--- src/rtl/flow_message_counter_table_assert.svh ---
// assertion macros for the flow message counter table
`ifndef FLOW_MESSAGE_COUNTER_TABLE_ASSERT_SVH
`define FLOW_MESSAGE_COUNTER_TABLE_ASSERT_SVH

// same-cycle implication, checked outside reset
`define FMCT_ASSERT_IMP(label, ante, cons) \
   label: assert property (@(posedge clock) disable iff (reset) (ante) |-> (cons)) \
      else $error("fmct assertion failed");

// next-cycle implication, checked outside reset
`define FMCT_ASSERT_NXT(label, ante, cons) \
   label: assert property (@(posedge clock) disable iff (reset) (ante) |=> (cons)) \
      else $error("fmct assertion failed");

`endif

--- src/rtl/fmct_pkg.sv ---
// shared types and constants of the flow message counter table
`timescale 1ns / 1ps
`default_nettype none

package fmct_pkg;

   localparam int TABLE_DEPTH = 128;
   localparam int IDX_W       = (TABLE_DEPTH > 1) ? $clog2(TABLE_DEPTH) : 1;
   localparam int OCC_W       = $clog2(TABLE_DEPTH + 1);
   localparam int KEY_W       = 48;
   localparam int COUNT_W     = 32;
   localparam int GROUP_SIZE  = 32;
   localparam int GROUPS      = (TABLE_DEPTH + GROUP_SIZE - 1) / GROUP_SIZE;

   localparam logic [2:0] ST_HIT     = 3'd0;
   localparam logic [2:0] ST_NEW     = 3'd1;
   localparam logic [2:0] ST_FULL    = 3'd2;
   localparam logic [2:0] ST_REMOVED = 3'd3;
   localparam logic [2:0] ST_MISS    = 3'd4;

   localparam logic ACT_MESSAGE = 1'b0;
   localparam logic ACT_EXIT    = 1'b1;

   typedef struct packed {
      logic        action;
      logic [31:0] ip_addr;
      logic [15:0] src_port;
   } req_type;

   typedef struct packed {
      logic [2:0]  status;
      logic [31:0] msg_count;
   } rsp_type;

   // broadcast from the sequencer to every cell
   typedef struct packed {
      logic               compare;
      logic               apply;
      logic               action;
      logic [KEY_W-1:0]   key;
      logic               found;
      logic [IDX_W-1:0]   hit_idx;
      logic [OCC_W-1:0]   occ;
      logic               full;
   } cell_ctl_type;

   function automatic logic [COUNT_W-1:0] sat_inc(input logic [COUNT_W-1:0] value);
      sat_inc = (value == {COUNT_W{1'b1}}) ? value : value + 1'b1;
   endfunction

endpackage

`default_nettype wire

--- src/rtl/fmct_cell.sv ---
// one table cell: key, count and local compare, takes its neighbor on removal
`timescale 1ns / 1ps
`default_nettype none

module fmct_cell
   import fmct_pkg::*;
(
   input  wire logic                 clock,
   input  wire cell_ctl_type         ctl,
   input  wire logic [IDX_W-1:0]     cell_idx,
   input  wire logic [KEY_W-1:0]     next_key,
   input  wire logic [COUNT_W-1:0]   next_count,
   output logic      [KEY_W-1:0]     key_out,
   output logic      [COUNT_W-1:0]   count_out,
   output logic                      hit
);

   logic [KEY_W-1:0]   key_ff, key_in;
   logic [COUNT_W-1:0] count_ff, count_in;
   logic               hit_ff, hit_in;
   logic [OCC_W-1:0]   idx_ext;
   logic               valid;
   logic               has_next;
   logic               behind_hit;

   assign idx_ext    = OCC_W'(cell_idx);
   assign valid      = idx_ext < ctl.occ;
   assign has_next   = OCC_W'(idx_ext + 1'b1) < ctl.occ;
   assign behind_hit = cell_idx >= ctl.hit_idx;

   always_comb begin
      key_in   = key_ff;
      count_in = count_ff;
      hit_in   = hit_ff;
      if (ctl.compare) begin
         hit_in = valid && (key_ff == ctl.key);
      end
      if (ctl.apply) begin
         if (ctl.action == ACT_EXIT) begin
            // close the gap left by the removed entry
            if (ctl.found && behind_hit && has_next) begin
               key_in   = next_key;
               count_in = next_count;
            end
         end else begin
            if (ctl.found) begin
               if (hit_ff) begin
                  count_in = sat_inc(count_ff);
               end
            end else if (!ctl.full && (idx_ext == ctl.occ)) begin
               key_in   = ctl.key;
               count_in = COUNT_W'(1);
            end
         end
      end
   end

   always_ff @(posedge clock) begin
      key_ff   <= key_in;
      count_ff <= count_in;
      hit_ff   <= hit_in;
   end

   assign key_out   = key_ff;
   assign count_out = count_ff;
   assign hit       = hit_ff;

endmodule

`default_nettype wire

--- config.mk ---
export PLATFORM = sky130hd
export DESIGN_NAME = fmct_cell
export DESIGN_NICKNAME = d
export VERILOG_FILES = /design/src/rtl/flow_message_counter_table_assert.svh /design/src/rtl/fmct_pkg.sv /design/src/rtl/fmct_cell.sv
export SDC_FILE = /design/constraint.sdc
export NUM_CORES = 1
export LEC_CHECK = 0
export ABC_AREA = 0
export CAP_MARGIN = 30
export CORE_AREA = 2 2 96 98
export DETAILED_ROUTE_END_ITERATION = 10
export DIE_AREA = 0 0 98 100
export DONT_BUFFER_PORTS = 1
export GPL_TIMING_DRIVEN = 0
export PLACE_DENSITY = 0.81
export SLEW_MARGIN = 20
export SYNTH_ARGS = -nofsm -noshare
export SYNTH_HDL_FRONTEND = slang
export SYNTH_SLANG_ARGS = --single-unit
--- constraint.sdc ---
create_clock -name clock -period 6.6 [get_ports clock]
set_input_delay 0.33 -clock clock [delete_from_list [all_inputs] [get_ports clock]]
set_output_delay 0.33 -clock clock [all_outputs]
set_load 0.005 [all_outputs]
==> summary.md, run 1 <==
| Metric | Value |
|---|---|
| Drt total wl | `13.35 mm` |
| PD cells | `206.9 nW/um^2` |
| Initial Utilization | `0.5818` |
| Post-synth top flop | `edfxtp_1` |
| GRT overflow | `0` |
| Core area | `8890 um^2` |
| Via Count | `3,828` |
| CP required | `6.65 ns` |
| Wire per inst | `22.18 um` |
| Nets | `665` |
| Startpoint class of the critical path | `input pin` |
| CP Cell Sequence | `ha_1 -> nand2_1 -> nor2_1 -> xor2_1 -> ha_1 -> a21o_1 -> a21oi_1 -> a31oi_1 -> nor4b_2 -> buf_2 -> buf_2` |
| Maximum vdd drop | `0.0001548 V` |
| Clk Latency, worst-skew pair | `0.34 ns` |
| Clock transition at the registers of the reported paths | `0.09 ns` |
| Slowest cell on crit path | `nor4b_2` |
| Count of final hold-check violations | `0` |
| Fmax | `330.5 MHz` |
| RSZ-0062 raised after global routing | `false` |
| Register area share after synthesis | `0.4702` |
| CP Data Arrival Time | `3.07 ns` |
| Gate Count Post-Synth | `469` |
| Filler Cell Count | `699` |
| Sum of negative setup slack | `0 ns` |
| Layout cells sized above 1 | `0.1429` |
| Number of DRC markers in iteration 0 | `152` |
| Setup crit end kind | `register` |
| Clock Skew | `0.01298 ns` |
| Final Cycle Share | `0.4585` |
| First-pass GRT wire length | `20.53 mm` |
| Delay of the slowest critical-path stage | `0.83 ns` |
| GRT Util Overall | `0.2664` |
| Area delta synth->final | `7.644%` |
| H-tree depth reported by CTS | `3` |
| Post-layout util | `0.6263` |
| Post-synthesis register bit count | `81` |
| Clock sinks | `81` |
| Syn Nets | `649` |
| EDFF count, synth | `81` |
| TritonRoute pass-1 iters | `4` |
| Post-synth top cells | `81 x edfxtp_1, 47 x nand2_1, 44 x mux2_2` |
| CP Max Fanout | `8` |
| Max-slew headroom | `0.4046` |
| Yosys warnings | `0` |
| Port bufs | `0` |
| Buffers & Inverters on Critical Path | `2` |
| Routability congestion estimate | `0.9282` |
| Post-Syn Area | `5172 um^2` |
| Ys async rst share | `0` |
| Die height | `100 um` |
| Clk buf depth | `2` |
| Dpl hpwl | `10.68 mm` |
| Yosys top cell area share | `0.4702` |
| Initial antenna violation count | `1` |
| I/O pin count | `237` |
| Num rows | `35` |
| Cell family with most CP delay | `simple AND/OR/NAND/NOR gates` |
| Die ar. | `9800 um^2` |
| CTS tree | `yes` |
| Synth top area cells | `edfxtp_1 47%, mux2_2 9.6%, xnor2_1 6.4%, ha_1 5.8%, xor2_1 5.2%` |
| Via density | `6.359` |
| Max-cap violations | `0` |
| Total setup buffers inserted after CTS | `0` |
| Leakage power | `1.952 nW` |
| CTS Root Cell | `clkbuf_8` |
| Dpl cells | `585` |
| Crit path kind | `input pin to register` |
| Final setup viols | `0` |
| Cts bufs inserted | `9` |
| Vias in the first global route | `4,077` |
| Hold WC Path Type | `input pin to register` |
| Most numerous cell in the Yosys netlist | `edfxtp_1` |
| Non-Filler Instances | `602` |
| Die extent in x | `98 um` |
| Residual DRC | `0` |
| Post-cts gate resize count | `0` |
| Hold-fix buffers at CTS | `0` |
| Min Tclk post-route | `3.026 ns` |
| Slew Limit Fails | `0` |
| Status | `complete, no violations` |
| Yosys cell types | `43` |
| Post-synth top area cell | `edfxtp_1` |
| Avg Cell Area, Syn | `11.03 um^2` |
| Antenna Nets Post-Route | `0` |
| Worst-margin pin slew | `0.8908 ns` |
| Pin count of the biggest net entering global routing | `28` |
## cell families (layout without fill, tap and decap cells)
logic type,count (synthesis),in the layout,share of synthesized area
compound gates,65,65,0.08273
other cells,0,1,0
fa+ha+maj,24,24,0.05806
buf+inv,40,61,0.02975
simple gates,146,146,0.1466
mux,44,44,0.09579
xor+xnor,69,69,0.1168
flops,81,81,0.4702
## worst paths after layout
kind | to | from | slack (ns) | cells past startpoint
worst max register to register | count_out[11] | count_out[2] | 3.68 | 8
worst max-delay path | count_out[11] | cell_idx[0] | 3.57 | 11
worst min-delay path | hit | ctl[67] | 0.09 | 0
worst min register to register | count_out[0] | count_out[0] | 0.74 | 1
## cell usage in the layout (no fill, tap or decap), drive strengths merged, types with 2 or more instances in the layout
cell type	Yosys	final
and3	7	7
a21o	4	4
buf	1	6
clkbuf	14	24
nor3b	6	6
xnor2	38	38
and4	4	4
nand2b	2	2
a22o	3	3
o22ai	2	2
mux2	44	44
xor2	31	31
nand3	19	19
nand4	19	19
clkinvlp	0	2
a221o	4	4
inv	24	26
a31o	2	2
nor4	11	11
edfxtp	81	81
o31ai	2	2
nor2b	2	2
o21ai	30	30
a21oi	5	5
ha	24	24
o21a	2	2
nor2	17	17
clkinv	1	2
nand2	47	47
nor3	9	9
a31oi	2	2
## flip-flops by register name, indices dropped and copies added (netlist names)
name / count
hit: 1
count_out: 32
key_out: 48
## per-stage QoR
step	power, mW	worst slack, ns	hold WS (ns)	area, um^2
floorplan	0.7554	1.182	0.4425	5172
global placement	0.7875	-0.4441	0.4427	5311
detailed placement	0.7981	3.257	0.4428	5371
CTS	1.160	3.597	0.07030	5565
global route	1.200	3.444	0.06394	5568
finish	1.152	3.574	0.09197	5568
## where the power goes
part | leakage, nW | switching [mW] | internal [mW]
logic | 1.11 | 0.0756 | 0.0729
clock network | 0.0910 | 0.189 | 0.177
registers | 0.750 | 0.0339 | 0.604
total | 1.95 | 0.298 | 0.854
## layout make-up
cell class	count	area, um^2	area share
clock buffers	10	127.6	0.02292
well taps	111	138.9	0.02494
diodes	1	2.502	0.0004494
flip-flops and latches	81	2432	0.4369
inverters	25	93.84	0.01685
plain buffers	15	60.06	0.01079
clock inverters	6	66.31	0.01191
repair buffers	5	46.29	0.008315
multi-input cells	348	2600	0.4670
## per-layer routing
metal	GRT usage	part of all wire
met4	0.1079	0.023
met3	0.08705	0.10
met1	0.2875	0.35
met5	0	0
met2	0.4831	0.53
Power figures use the tool's default switching activity.
==> inputs of run 2 (changes only) <==
--- a/config.mk
+++ b/config.mk
@@ -7,9 +7,9 @@
 export LEC_CHECK = 0
 export ABC_AREA = 0
 export CAP_MARGIN = 30
-export CORE_AREA = 2 2 96 98
+export CORE_AREA = 2 2 98 100
 export DETAILED_ROUTE_END_ITERATION = 10
-export DIE_AREA = 0 0 98 100
+export DIE_AREA = 0 0 100 102
 export DONT_BUFFER_PORTS = 1
 export GPL_TIMING_DRIVEN = 0
 export PLACE_DENSITY = 0.81
==> constraint.sdc (replaced) <==
create_clock -name clock -period 2.6 [get_ports clock]
set_input_delay 0.13 -clock clock [delete_from_list [all_inputs] [get_ports clock]]
set_output_delay 0.13 -clock clock [all_outputs]
set_load 0.005 [all_outputs]
==> run 2 against run 1 <==
Net effect:
- clock power increased to 2.8 times the previous value
- non-clock buffer count up 123
- cell area increased by 24%
- die area is 4.1% higher
- clock-buffer cell count down 1
- cell count up 21%
- highest routed layer unchanged
==> summary.md, run 2 (synthesis results as in run 1) <==
| Metric | Value |
|---|---|
| Clock transition at the registers of the reported paths | `0.09 ns` |
| Num rows | `35` |
| Filler Cell Count | `553` |
| Maximum vdd drop | `0.0003937 V` |
| PnR worst setup slack | `0.09480 ns` |
| Number of DRC markers in iteration 0 | `260` |
| Crit-path most repeated cell | `buf_4` |
| Total power draw | `3.257 mW` |
| Area after DPL | `5416 um^2` |
| Initial antenna violation count | `3` |
| Setup crit end kind | `register` |
| Via density | `6.461` |
| Worst-margin pin slew | `0.8360 ns` |
| RSZ-0062 raised after global routing | `false` |
| CP Data Arrival Time | `2.63 ns` |
| Fmax | `399.2 MHz` |
| Status | `complete, no violations` |
| Final Cycle Share | `0.9635` |
| H-tree depth reported by CTS | `3` |
| Die height | `102 um` |
| Post-layout util | `0.7588` |
| First-pass GRT wire length | `26.48 mm` |
| Routability congestion estimate | `0.8444` |
| Clk Latency, worst-skew pair | `0.37 ns` |
| CP required | `2.72 ns` |
| Layout cells sized above 1 | `0.1368` |
| Clock sinks | `81` |
| Buffers & Inverters on Critical Path | `3` |
| CP Cell Sequence | `and4_1 -> buf_4 -> nand4_4 -> or4_4 -> nor3_4 -> nor4b_4 -> buf_4 -> buf_4` |
| Core area | `9109 um^2` |
| Nets | `789` |
| Antenna Nets Post-Route | `0` |
| Storage cell area | `2432 um^2` |
| CTS tree | `yes` |
| Slew Limit Fails | `0` |
| Non-Filler Instances | `729` |
| Dpl ws | `-0.4779 ns` |
| Crit path kind | `register to register` |
| I/O pin count | `237` |
| Die extent in x | `100 um` |
| Port bufs | `0` |
| Final instance area | `6912 um^2` |
| Residual DRC | `0` |
| Sum of negative setup slack | `0 ns` |
| GRT Util Overall | `0.3454` |
| Hold WC Path Type | `input pin to register` |
| Most common cell after layout, fill and taps aside | `dlygate4sd3_1` |
| Clk buf depth | `2` |
| Delay of the slowest critical-path stage | `0.60 ns` |
| Wire per inst | `25.62 um` |
| Vias in the first global route | `4,894` |
| Via Count | `4,710` |
| Max reg flops | `48` |
| Min Tclk post-route | `2.505 ns` |
| TritonRoute pass-1 iters | `5` |
| Clock Skew | `0.01009 ns` |
| Minimum hold slack | `0.01035 ns` |
| Die ar. | `10,200 um^2` |
| Initial Utilization | `0.5679` |
| Area delta synth->final | `33.62%` |
| CTS Root Cell | `clkbuf_8` |
| Slowest cell on crit path | `or4_4` |
| GRT overflow | `0` |
| Final setup viols | `0` |
| Pin count of the biggest net entering global routing | `24` |
| CP Max Fanout | `9` |
| Max-slew headroom | `0.4427` |
| Cell family with most CP delay | `simple AND/OR/NAND/NOR gates` |
| Drt total wl | `18.68 mm` |
| PD cells | `471.3 nW/um^2` |
| Max-cap violations | `0` |
| Count of final hold-check violations | `0` |
| Multi-input logic area | `2670 um^2` |
| Leakage power | `2.511 nW` |
| Startpoint class of the critical path | `register` |
| Cts bufs inserted | `9` |
| Dpl cells | `583` |
| Dpl hpwl | `11.43 mm` |
| Most frequent cells in the layout | `119 x dlygate4sd3_1, 81 x edfxtp_1, 47 x nand2_1` |
==> run 2: cell types whose count changed in the layout (fill, tap and decap cells not counted), sizes merged <==
cell	delta
dlygate4sd3	+119
nor2	+1
inv	+2
clkbuf	-1
buf	+4
diode	+3
clkinvlp	-1
==> run 2: cell type report <==
cell class / instances / area share
Multi-Input combinational cell: 349 / 0.3863
Sequential cell: 81 / 0.3519
Timing Repair Buffer: 128 / 0.1874
Tap cell: 111 / 0.02009
Clock buffer: 9 / 0.01792
Inverter: 25 / 0.01358
Clock inverter: 7 / 0.01249
Buffer: 15 / 0.008870
Antenna cell: 4 / 0.001448
==> run 2: worst paths after layout <==
check,cells past startpoint,to,start,slack (ns)
worst max-delay path,8,count_out[5],count_out[2],0.09
worst min-delay path,1,key_out[14],ctl[31],0.01
worst max register to register,8,count_out[5],count_out[2],0.09
worst min register to register,2,count_out[13],count_out[13],0.73
==> run 2: layer usage <==
layer  vias up  share of wire  track usage  wire (um)
met3        89           0.11       0.1218       2098
met4         0          0.060       0.2065       1117
li1       2030              -            -          -
met5         -              0            0          0
met1      2212           0.34       0.3747       6301
met2       379           0.49       0.5868       9160
==> run 2: where the power goes <==
| part | switching (mW) | internal [mW] |
|---|---|---|
| combinational | 0.266 | 0.337 |
| clock | 0.554 | 0.466 |
| sequential | 0.100 | 1.53 |
==> run 2: worst register-to-register path: cells and delay by family (launching register included) <==
family,cells,cell delay (ns)
buffers and inverters,3,0.49
DFF,1,0.52
and+or+nand+nor,5,1.26
==> run 2: what timing repair did <==
action	4_1_cts	5_1_grt
setup buffers	5	1
hold buffers	113	6
pin swaps	2	2
gates resized for setup	3	3
endpoints found under the setup margin	45	58
hold endpoints to repair	75	4
gates cloned	1	0
